[config.mk]
export PLATFORM = sky130hd
export DESIGN_NAME = storage_tank_water_balance
export DESIGN_NICKNAME = d
export VERILOG_FILES = /design/src/rtl/stw_pkg.sv /design/src/rtl/stw_prefix.sv /design/src/rtl/stw_lane.sv /design/src/rtl/stw_merge.sv /design/src/rtl/storage_tank_water_balance.sv
export SDC_FILE = /design/constraint.sdc
export NUM_CORES = 2
export LEC_CHECK = 0
export BUFFER_PORTS_ARGS = -buffer_cell sky130_fd_sc_hd__buf_2
export CAP_MARGIN = 10
export CELL_PAD_IN_SITES_DETAIL_PLACEMENT = 0
export CELL_PAD_IN_SITES_GLOBAL_PLACEMENT = 1
export CORE_MARGIN = 5
export CORE_UTILIZATION = 49
export DETAILED_ROUTE_END_ITERATION = 10
export PLACE_DENSITY_LB_ADDON = 0.05
export SYNTH_ARGS = -nofsm -noshare
export SYNTH_HDL_FRONTEND = slang
export SYNTH_SLANG_ARGS = --single-unit
export TNS_END_PERCENT = 20
[constraint.sdc]
create_clock -name clk_i -period 19.4 [get_ports clk_i]
set_input_delay 3.88 -clock clk_i [delete_from_list [all_inputs] [get_ports clk_i]]
set_output_delay 3.88 -clock clk_i [all_outputs]
set_load 0.05 [all_outputs]
[src/rtl/stw_pkg.sv]
// shared types and constants for the storage tank water balance block
`default_nettype none

package stw_pkg;

  localparam int unsigned NumDemands   = 5;
  localparam int unsigned NumShort     = 3;
  localparam int unsigned VolW         = 32;
  localparam int unsigned SumW         = 35;
  localparam int unsigned StoreW       = 40;
  localparam int unsigned LevelW       = 41;
  localparam int unsigned ThrW         = 20;
  localparam int unsigned CfgIdxW      = 2;

  localparam logic [StoreW-1:0] CapacityReset = '0;
  localparam logic [ThrW-1:0]   DryThrReset   = 20'd1000;
  localparam logic [ThrW-1:0]   SpillThrReset = 20'd1000;
  localparam logic [VolW-1:0]   CountMax      = '1;

  typedef enum logic [CfgIdxW-1:0] {
    CfgCapacity = 2'd0,
    CfgDryThr   = 2'd1,
    CfgSpillThr = 2'd2
  } cfg_idx_e;

  typedef logic [VolW-1:0]   vol_t;
  typedef logic [SumW-1:0]   sum_t;
  typedef logic [StoreW-1:0] store_t;
  typedef logic [LevelW-1:0] level_t;

  typedef logic [NumDemands-1:0][VolW-1:0] dem_arr_t;
  typedef logic [NumDemands-1:0][SumW-1:0] pre_arr_t;

  typedef struct packed {
    store_t          capacity;
    logic [ThrW-1:0] dry_thr;
    logic [ThrW-1:0] spill_thr;
  } cfg_t;

  typedef struct packed {
    logic a_en;
    logic b_en;
    logic step;
  } ctrl_t;

  typedef struct packed {
    vol_t                          overflow;
    logic [NumShort-1:0][VolW-1:0] shortfall;
    vol_t                          given_3;
    vol_t                          given_4;
    store_t                        stored_volume;
    sum_t                          total_given;
    vol_t                          dry_count;
    vol_t                          spill_count;
  } res_t;

endpackage

`default_nettype wire

[src/rtl/stw_prefix.sv]
// two-stage pipeline of demand prefix sums feeding the lanes
`default_nettype none

module stw_prefix (
  input  wire logic             clk_i,
  input  wire stw_pkg::ctrl_t   ctrl_i,
  input  wire stw_pkg::vol_t    inflow_i,
  input  wire stw_pkg::dem_arr_t demand_i,
  output stw_pkg::vol_t         inflow_o,
  output stw_pkg::dem_arr_t     demand_o,
  output stw_pkg::pre_arr_t     pre_o,
  output stw_pkg::sum_t         pre_all_o
);

  stw_pkg::vol_t     infl_a_q;
  stw_pkg::dem_arr_t dem_a_q;
  logic [32:0]       s01_a_q;
  logic [32:0]       s23_a_q;
  logic [33:0]       s234_a_q;

  stw_pkg::vol_t     infl_b_q;
  stw_pkg::dem_arr_t dem_b_q;
  stw_pkg::pre_arr_t pre_b_q;
  stw_pkg::sum_t     all_b_q;

  stw_pkg::pre_arr_t pre_d;
  stw_pkg::sum_t     all_d;

  always_ff @(posedge clk_i) begin
    if (ctrl_i.a_en) begin
      infl_a_q <= inflow_i;
      dem_a_q  <= demand_i;
      s01_a_q  <= 33'(demand_i[0]) + 33'(demand_i[1]);
      s23_a_q  <= 33'(demand_i[2]) + 33'(demand_i[3]);
      s234_a_q <= 34'(demand_i[2]) + 34'(demand_i[3]) + 34'(demand_i[4]);
    end
  end

  always_comb begin
    pre_d[0] = '0;
    pre_d[1] = stw_pkg::SumW'(dem_a_q[0]);
    pre_d[2] = stw_pkg::SumW'(s01_a_q);
    pre_d[3] = stw_pkg::SumW'(s01_a_q) + stw_pkg::SumW'(dem_a_q[2]);
    pre_d[4] = stw_pkg::SumW'(s01_a_q) + stw_pkg::SumW'(s23_a_q);
    all_d    = stw_pkg::SumW'(s01_a_q) + stw_pkg::SumW'(s234_a_q);
  end

  always_ff @(posedge clk_i) begin
    if (ctrl_i.b_en) begin
      infl_b_q <= infl_a_q;
      dem_b_q  <= dem_a_q;
      pre_b_q  <= pre_d;
      all_b_q  <= all_d;
    end
  end

  assign inflow_o  = infl_b_q;
  assign demand_o  = dem_b_q;
  assign pre_o     = pre_b_q;
  assign pre_all_o = all_b_q;

endmodule

`default_nettype wire

[src/rtl/stw_lane.sv]
// one demand lane: amount given from the level left after higher priorities
`default_nettype none

module stw_lane (
  input  wire stw_pkg::level_t level_i,
  input  wire stw_pkg::sum_t   pre_i,
  input  wire stw_pkg::vol_t   demand_i,
  output stw_pkg::vol_t        give_o
);

  stw_pkg::level_t pre_ext;
  stw_pkg::level_t rem;

  always_comb begin
    pre_ext = stw_pkg::LevelW'(pre_i);
    rem     = (level_i > pre_ext) ? (level_i - pre_ext) : '0;
    give_o  = (stw_pkg::LevelW'(demand_i) <= rem) ? demand_i : rem[stw_pkg::VolW-1:0];
  end

endmodule

`default_nettype wire

[src/rtl/stw_merge.sv]
// merging stage: tank state, overflow, counters and result register
`default_nettype none

module stw_merge (
  input  wire logic              clk_i,
  input  wire logic              rst_ni,
  input  wire stw_pkg::ctrl_t    ctrl_i,
  input  wire stw_pkg::cfg_t     cfg_i,
  input  wire stw_pkg::vol_t     inflow_i,
  input  wire stw_pkg::dem_arr_t demand_i,
  input  wire stw_pkg::sum_t     pre_all_i,
  input  wire stw_pkg::dem_arr_t give_i,
  output stw_pkg::level_t        level_o,
  output stw_pkg::res_t          res_o
);

  stw_pkg::store_t volume_q, volume_d;
  stw_pkg::vol_t   dry_q, dry_d;
  stw_pkg::vol_t   spill_q, spill_d;
  stw_pkg::res_t   res_q, res_d;

  stw_pkg::level_t level;
  stw_pkg::level_t total;
  stw_pkg::level_t left;
  stw_pkg::level_t cap_ext;
  stw_pkg::level_t excess;
  logic            dry_hit;
  logic            spill_hit;

  always_comb begin
    level     = stw_pkg::LevelW'(volume_q) + stw_pkg::LevelW'(inflow_i);
    total     = (level < stw_pkg::LevelW'(pre_all_i)) ? level : stw_pkg::LevelW'(pre_all_i);
    left      = level - total;
    cap_ext   = stw_pkg::LevelW'(cfg_i.capacity);
    excess    = (left > cap_ext) ? (left - cap_ext) : '0;
    volume_d  = (left > cap_ext) ? cfg_i.capacity : left[stw_pkg::StoreW-1:0];
    dry_hit   = level < stw_pkg::LevelW'(cfg_i.dry_thr);
    spill_hit = excess > stw_pkg::LevelW'(cfg_i.spill_thr);
    dry_d     = (dry_hit && (dry_q != stw_pkg::CountMax)) ? dry_q + 1'b1 : dry_q;
    spill_d   = (spill_hit && (spill_q != stw_pkg::CountMax)) ? spill_q + 1'b1 : spill_q;

    res_d.overflow = (excess > stw_pkg::LevelW'(stw_pkg::CountMax)) ? stw_pkg::CountMax
                                                       : excess[stw_pkg::VolW-1:0];
    for (int k = 0; k < stw_pkg::NumShort; k++) begin
      res_d.shortfall[k] = demand_i[k] - give_i[k];
    end
    res_d.given_3       = give_i[3];
    res_d.given_4       = give_i[4];
    res_d.stored_volume = volume_d;
    res_d.total_given   = total[stw_pkg::SumW-1:0];
    res_d.dry_count     = dry_d;
    res_d.spill_count   = spill_d;
  end

  always_ff @(posedge clk_i or negedge rst_ni) begin
    if (!rst_ni) begin
      volume_q <= '0;
      dry_q    <= '0;
      spill_q  <= '0;
    end else if (ctrl_i.step) begin
      volume_q <= volume_d;
      dry_q    <= dry_d;
      spill_q  <= spill_d;
    end
  end

  always_ff @(posedge clk_i) begin
    if (ctrl_i.step) begin
      res_q <= res_d;
    end
  end

  assign level_o = level;
  assign res_o   = res_q;

  a_dry_mono: assert property (@(posedge clk_i) disable iff (!rst_ni)
    dry_q >= $past(dry_q))
    else $error("dry counter went down");

  a_spill_mono: assert property (@(posedge clk_i) disable iff (!rst_ni)
    spill_q >= $past(spill_q))
    else $error("spill counter went down");

  a_hold: assert property (@(posedge clk_i) disable iff (!rst_ni)
    !ctrl_i.step |=> $stable(volume_q) && $stable(dry_q) && $stable(spill_q))
    else $error("tank state changed without an item");

  a_dry_inc: assert property (@(posedge clk_i) disable iff (!rst_ni)
    ctrl_i.step && dry_hit && (dry_q != stw_pkg::CountMax) |=> dry_q == $past(dry_q) + 1'b1)
    else $error("dry step not counted");

endmodule

`default_nettype wire

[src/rtl/storage_tank_water_balance.sv]
// top level: storage tank water balance, one time step per item
// items pass prefix stages a, b and the result register; one item per cycle
// unless out_ready_i stalls; prefix sums run in two stages ahead of the
// state stage, where the tank volume loop closes through five parallel lanes
// reset: volume and both counters clear, capacity 0, thresholds 1000
// no clearing pass; items are taken from the first cycle after reset
`default_nettype none

module storage_tank_water_balance (
  input  wire logic                             clk_i,
  input  wire logic                             rst_ni,
  input  wire logic                             cfg_we_i,
  input  wire logic [stw_pkg::CfgIdxW-1:0]      cfg_index_i,
  input  wire logic [stw_pkg::StoreW-1:0]       cfg_wdata_i,
  input  wire logic                             in_valid_i,
  output logic                                  in_ready_o,
  input  wire logic [31:0]                      inflow_i,
  input  wire logic [31:0]                      demand_0_i,
  input  wire logic [31:0]                      demand_1_i,
  input  wire logic [31:0]                      demand_2_i,
  input  wire logic [31:0]                      demand_3_i,
  input  wire logic [31:0]                      demand_4_i,
  output logic                                  out_valid_o,
  input  wire logic                             out_ready_i,
  output logic [31:0]                           overflow_o,
  output logic [31:0]                           shortfall_0_o,
  output logic [31:0]                           shortfall_1_o,
  output logic [31:0]                           shortfall_2_o,
  output logic [31:0]                           given_3_o,
  output logic [31:0]                           given_4_o,
  output logic [39:0]                           stored_volume_o,
  output logic [34:0]                           total_given_o,
  output logic [31:0]                           dry_count_o,
  output logic [31:0]                           spill_count_o
);

  stw_pkg::cfg_t     cfg_q;
  stw_pkg::ctrl_t    ctrl;
  logic              va_q;
  logic              vb_q;
  logic              out_valid_q;
  logic              out_free;
  logic              b_free;
  logic              a_free;

  stw_pkg::dem_arr_t demand_in;
  stw_pkg::vol_t     inflow_b;
  stw_pkg::dem_arr_t demand_b;
  stw_pkg::pre_arr_t pre_b;
  stw_pkg::sum_t     pre_all_b;
  stw_pkg::dem_arr_t give;
  stw_pkg::level_t   level;
  stw_pkg::res_t     res;

  always_ff @(posedge clk_i or negedge rst_ni) begin
    if (!rst_ni) begin
      cfg_q.capacity  <= stw_pkg::CapacityReset;
      cfg_q.dry_thr   <= stw_pkg::DryThrReset;
      cfg_q.spill_thr <= stw_pkg::SpillThrReset;
    end else if (cfg_we_i) begin
      unique case (stw_pkg::cfg_idx_e'(cfg_index_i))
        stw_pkg::CfgCapacity: cfg_q.capacity  <= cfg_wdata_i;
        stw_pkg::CfgDryThr:   cfg_q.dry_thr   <= cfg_wdata_i[stw_pkg::ThrW-1:0];
        stw_pkg::CfgSpillThr: cfg_q.spill_thr <= cfg_wdata_i[stw_pkg::ThrW-1:0];
        default: ;
      endcase
    end
  end

  always_comb begin
    out_free   = !out_valid_q || out_ready_i;
    ctrl.step  = vb_q && out_free;
    b_free     = !vb_q || ctrl.step;
    ctrl.b_en  = va_q && b_free;
    a_free     = !va_q || ctrl.b_en;
    in_ready_o = a_free;
    ctrl.a_en  = in_valid_i && a_free;
  end

  always_ff @(posedge clk_i or negedge rst_ni) begin
    if (!rst_ni) begin
      va_q        <= 1'b0;
      vb_q        <= 1'b0;
      out_valid_q <= 1'b0;
    end else begin
      if (a_free) begin
        va_q <= in_valid_i;
      end
      if (b_free) begin
        vb_q <= va_q;
      end
      if (out_free) begin
        out_valid_q <= vb_q;
      end
    end
  end

  assign demand_in = {demand_4_i, demand_3_i, demand_2_i, demand_1_i, demand_0_i};

  stw_prefix u_prefix (
    .clk_i     (clk_i),
    .ctrl_i    (ctrl),
    .inflow_i  (inflow_i),
    .demand_i  (demand_in),
    .inflow_o  (inflow_b),
    .demand_o  (demand_b),
    .pre_o     (pre_b),
    .pre_all_o (pre_all_b)
  );

  for (genvar k = 0; k < stw_pkg::NumDemands; k++) begin : g_lane
    stw_lane u_lane (
      .level_i  (level),
      .pre_i    (pre_b[k]),
      .demand_i (demand_b[k]),
      .give_o   (give[k])
    );
  end

  stw_merge u_merge (
    .clk_i     (clk_i),
    .rst_ni    (rst_ni),
    .ctrl_i    (ctrl),
    .cfg_i     (cfg_q),
    .inflow_i  (inflow_b),
    .demand_i  (demand_b),
    .pre_all_i (pre_all_b),
    .give_i    (give),
    .level_o   (level),
    .res_o     (res)
  );

  assign out_valid_o     = out_valid_q;
  assign overflow_o      = res.overflow;
  assign shortfall_0_o   = res.shortfall[0];
  assign shortfall_1_o   = res.shortfall[1];
  assign shortfall_2_o   = res.shortfall[2];
  assign given_3_o       = res.given_3;
  assign given_4_o       = res.given_4;
  assign stored_volume_o = res.stored_volume;
  assign total_given_o   = res.total_given;
  assign dry_count_o     = res.dry_count;
  assign spill_count_o   = res.spill_count;

endmodule

`default_nettype wire
## Word level (Yosys, flattened, before mapping)

Index checks and enable logic that the tools add are counted.

| cells by class | value |
|---|---|
| add/subtract/negate cells | 19 |
| $mul | 0 |
| divide/modulo/power cells | 0 |
| $lt $le $gt $ge | 15 |
| eq/ne operators | 4 |
| shift operators | 0 |
| muxes and demuxes | 15 |
| bitwise logic cells | 0 |
| reductions and logical operators | 15 |

Operator list:

| kind | number |
|---|---|
| 41-bit 2-to-1 mux | 7 |
| 32-bit 2-to-1 mux | 7 |
| 32-bit by 41-bit <= comparator with 1-bit output | 5 |
| 32-bit by 32-bit adder with 33-bit output | 3 |
| 32-bit subtractor | 3 |
| 41-bit by 35-bit > comparator with 1-bit output | 2 |
| 41-bit by 35-bit subtractor with 41-bit output | 2 |
| 32-bit by 1-bit adder with 32-bit output, second input constant | 2 |
| 32-bit != test, second input constant | 2 |
| 40-bit by 32-bit adder with 41-bit output | 1 |
| 41-bit by 1-bit > comparator with 1-bit output, second input constant | 1 |
| 41-bit by 20-bit > comparator with 1-bit output | 1 |
| 41-bit by 32-bit > comparator with 1-bit output | 1 |
| 41-bit by 32-bit > comparator with 1-bit output, second input constant | 1 |
| 41-bit by 33-bit > comparator with 1-bit output | 1 |
| 41-bit by 40-bit > comparator with 1-bit output | 1 |
| 41-bit by 20-bit less-than comparator with 1-bit output | 1 |
| 41-bit by 35-bit less-than comparator with 1-bit output | 1 |
| 41-bit by 32-bit subtractor with 41-bit output | 1 |
| 41-bit by 33-bit subtractor with 41-bit output | 1 |
| 41-bit by 40-bit subtractor with 41-bit output | 1 |
| 41-bit subtractor | 1 |
| 40-bit 2-to-1 mux | 1 |
| 33-bit by 34-bit adder with 35-bit output | 1 |
| other kinds (10) | 20 |

| word-level totals | value |
|---|---|
| bits in registers | 1140 |
| bits in latches | 0 |
| RAM bits | 0 |
| memory bits (read-only) | 0 |
| input port bits | 239 |
| output and inout bits | 333 |
| logic and storage cells | 106 |
| memories | 0 |

## Logic depth before layout (Yosys ltp)

| logic depth | value |
|---|---|
| depth after elaboration | 9 |
| depth in mapped cells | 76 |
| mapped depth without buffers | 69 |

## Cells and area by module

A second synthesis with hierarchy kept.

| unflattened totals | value |
|---|---|
| cell total of the unflattened synthesis | 8206 |
| area total of the unflattened synthesis | 82210.1 um^2 |

Modules (own cells, without submodules):

| module | times used | cells each | area an instance (um^2) | seq. area each (um^2) |
|---|---|---|---|---|
| stw_prefix | 1 | 2177 | 30168.9 | 18617.9 |
| stw_merge | 1 | 2886 | 29331.9 | 12542.0 |
| stw_lane at g_lane[2].u_lane ... | 2 | 588 | 3865.0 | 0.0 |
| stw_lane at g_lane[4].u_lane | 1 | 614 | 4067.7 | 0.0 |
| stw_lane at g_lane[1].u_lane | 1 | 592 | 3896.2 | 0.0 |
| stw_lane at g_lane[0].u_lane | 1 | 578 | 3862.5 | 0.0 |
| storage_tank_water_balance | 1 | 183 | 3153.0 | 2092.0 |

## Worst setup path after synthesis

Ideal clock, no wire load.

| path | value |
|---|---|
| kind | input to register |
| start | in out_ready_i |
| end | reg u_merge.res_q, in the netlist u_merge.res_o[0], enable pin |
| library setup time | 0.825 ns |
| arrival time | 13.687 ns |
| data required time | 18.575 ns |
| slack | 4.888 ns |
| stages | 5 |
| buffers on the path | 2 |
| cell sequence | nand2b_1 -> nand2_1 -> inv_1 -> clkbuf_1 -> clkbuf_1 |

RTL lines:

| what | line | text |
|---|---|---|
| from (decl) | storage_tank_water_balance.sv:24 | `input wire logic out_ready_i,` |
| to (signal assigned) | stw_merge.sv:69 | `res_q <= res_d;` |
| to (decl) | stw_merge.sv:20 | `stw_pkg::res_t res_q, res_d;` |

==> results.yml <==
synth:
  syn_area_per_cell_um2: 10.6
  syn_nets: 7813
  synth.ff_latch_count: 1138
  netlist_instances: 6798
  synth_top_flop_cell: "edfxtp_1"
  seq_area_frac_synth_pct: 46.4
  ys_types: 94
  syn_area_um2: 71700
  yosysWarnings: 0
  synth_async_sr_flop_share_pct: 16.4
  synth_edf_count: 951
final_layout:
  fin_util_pct: 56.0
  ff_latch_area_um2: 33300
  multiInputGateArea_um2: 36400
  fin_nets: 8454
  syn_to_final_growth_pct: 13.7
  nFillCells: 12687
  drive_above_1_share_pct: 13.1
die:
  ioPinCount: 572
  core_area_um2: 146000
  die_width_um: 393
  initial_core_util_pct: 49.3
  die_y_um: 393
  row_count: 140
  die_area_um2: 154000
global_route:
  grt_pass1_wl_mm: 335
  grt_use_total_pct: 29.3
  grt_most_used_layer: "met2"
  grt_pass1_vias: 53679
  antenna_found_initial: 31
  met2_usage_pct: 47.7
  use_met3_pct: 4.13
  grt_max_degree: 149
  met1_usage_pct: 39.5
  overflow: 0
worst_setup_path:
  critPathSlowestCell: "or4_1"
  cpMostUsedCell: "o21ai_0"
  cp-end-kind: "flip-flop"
  crit_fanout: 57
  arrival_ns: 16.88
  cp_top_family: "compound AO/OA/AOI/OAI gates"
  r2r_setup_slack_ns: 3.04
  slowest_delay_ns: 0.67
  worstPathRequired_ns: 19.92
  start_kind: "flip-flop"
  crit_buf_inv: 5
  critical_path_class: "reg2reg"
min_path:
  hp-class: "reg2reg"
outcome:
  status: "finished clean"
sta:
  relSlewSlack_pct: 31.3
  setup_viol: 0
  maxSlewViolCount: 0
  rsz0062_at_grt: "no"
  fin_ws_ns: 3.04
  fin_tns_setup_ns: 0
  skew_ns: 0.0317
  hold_slack_ns: 0.409
  clock.fmax_mhz: 61.1
  finalHoldViolations: 0
  min_period_over_period_pct: 84.3
  tightest_slew_ns: 1.03
  fin_crit_ns: 16.36
run:
  maxCapViolCount: 0
cts:
  post_cts_buffers: 0
  clk_pin_slew_ns: 0.06
  root_buffer: "clkbuf_16"
  cts_resized: 0
  clock_path_buffers: 3
  cts_hold_buf: 0
  cts.sinks: 1138
  cts_buffers: 133
  insertion_delay_ns: 0.78
  htree_levels: 4
  cts_tree: "done"
place:
  pre_cts_slack_ns: 3.06
  place_congestion: 0.949
  io_buffers: 571
  dp.final_hpwl_mm: 184
detailed_routing:
  drc_errors: 0
  ant_nets: 0
  routedWlPerCell_um: 24.3
  dr.pass1.iters: 6
  vias_per_cell: 5.77
  vias: 54712
  drt_iter0_drc: 3647
  drt-total-wl_mm: 230
layout by cell type, fill, tap and decap left out, drive strengths merged, types with 14 or more instances in the layout:
cell type and count:
ha 760, nor4 27, a21oi 532, mux2 62
o21bai 56, nand2 559, clkbuf 168, xnor2 450
and3 99, edfxtp 951, diode 16, nor2b 114
dfrtp 175, nor2 419, nand2b 110, a2111oi 18
nand4 124, or2 27, a21boi 32, inv 442
a31oi 47, and2 42, or3 34, fa 16
clkinv 44, o31a 26, o31ai 28, a211oi 34
o211ai 29, o21ai 397, buf 651, xor2 116
o211a 14, nand3 175, a21o 228, mux2i 103
o21a 105, nor3 125
state kept, by name, summed over array words and instances, names as in the netlist:
signal              flops
va_q                    1
u_merge.dry_q          32
u_prefix.s23_a_q       33
u_prefix.inflow_o      32
u_prefix.s234_a_q      34
vb_q                    1
cfg_q                  80
out_valid_o             1
u_prefix.pre_all_o     35
u_merge.res_o         331
u_merge.spill_q        32
u_prefix.pre_o        101
u_prefix.infl_a_q      32
u_prefix.s01_a_q       33
u_prefix.demand_o     160
u_prefix.dem_a_q      160
u_merge.volume_q       40
layer usage:
metal / routed length (um) / share of wire (%)
met5: 41 / 0.018
met4: 10500 / 4.6
met3: 13400 / 5.8
met2: 106000 / 46
met1: 101000 / 44
through the flow:
stage	instances	instance area, um^2
global placement	9221	77100
detailed placement	9221	77100
CTS	9462	81500
floorplan	6798	71700
global route	9463	81500
finish	9478	81500
layout make-up:
type,count,share of cell area (%)
Multi-Input combinational cell,5083,44.6
Clock inverter,74,0.952
Clock buffer,167,4.37
Timing Repair Buffer,652,4.31
Inverter,431,1.99
Tap cell,1917,2.94
Antenna cell,16,0.0491
Sequential cell,1138,40.8
kinds of logic after synthesis:
kind of cell / Yosys count / synth area share (%)
simple gates: 1910 / 12.9
compound gates: 1666 / 14.6
flops: 1138 / 46.4
fa+ha+maj: 776 / 13.7
buf+inv: 577 / 3.05
xor+xnor: 566 / 6.92
mux: 165 / 2.41
cell usage after synthesis, types with 42 or more instances:
library cell / number / share of area, %
a21oi_1: 531 / 3.7
inv_1: 429 / 2.2
mux2i_1: 103 / 1.4
edfxtp_1: 951 / 40
a21o_1: 228 / 2.4
a31oi_1: 46 / 0.40
o21a_1: 105 / 1.1
ha_1: 760 / 13
and3_1: 99 / 0.86
nand4_1: 124 / 1.1
xnor2_1: 449 / 5.5
nor2b_1: 114 / 0.99
nand3_1: 175 / 1.2
mux2_2: 62 / 0.97
nor2_1: 419 / 2.2
nand2_1: 558 / 2.9
dfrtp_1: 175 / 6.1
clkbuf_1: 108 / 0.57
o21bai_1: 56 / 0.59
o21ai_0: 388 / 2.7
nor3_1: 124 / 0.87
nand2b_1: 110 / 0.96
xor2_1: 116 / 1.4
and2_1: 42 / 0.37
path summary, 6_finish.rpt:
path,from,to,cells past startpoint
min in group asynchronous,rst_ni,cfg_q[21],1
max reg2reg,u_merge.volume_q[0],u_merge.res_o[1],68
max,u_merge.volume_q[0],u_merge.res_o[1],68
min,u_prefix.dem_a_q[13],u_prefix.demand_o[13],0
max in group asynchronous,rst_ni,u_merge.spill_q[19],3
min reg2reg,u_prefix.dem_a_q[13],u_prefix.demand_o[13],0
Power is not shown: default switching activity piles up to over one toggle a cycle in this logic, so the estimate is an artifact.
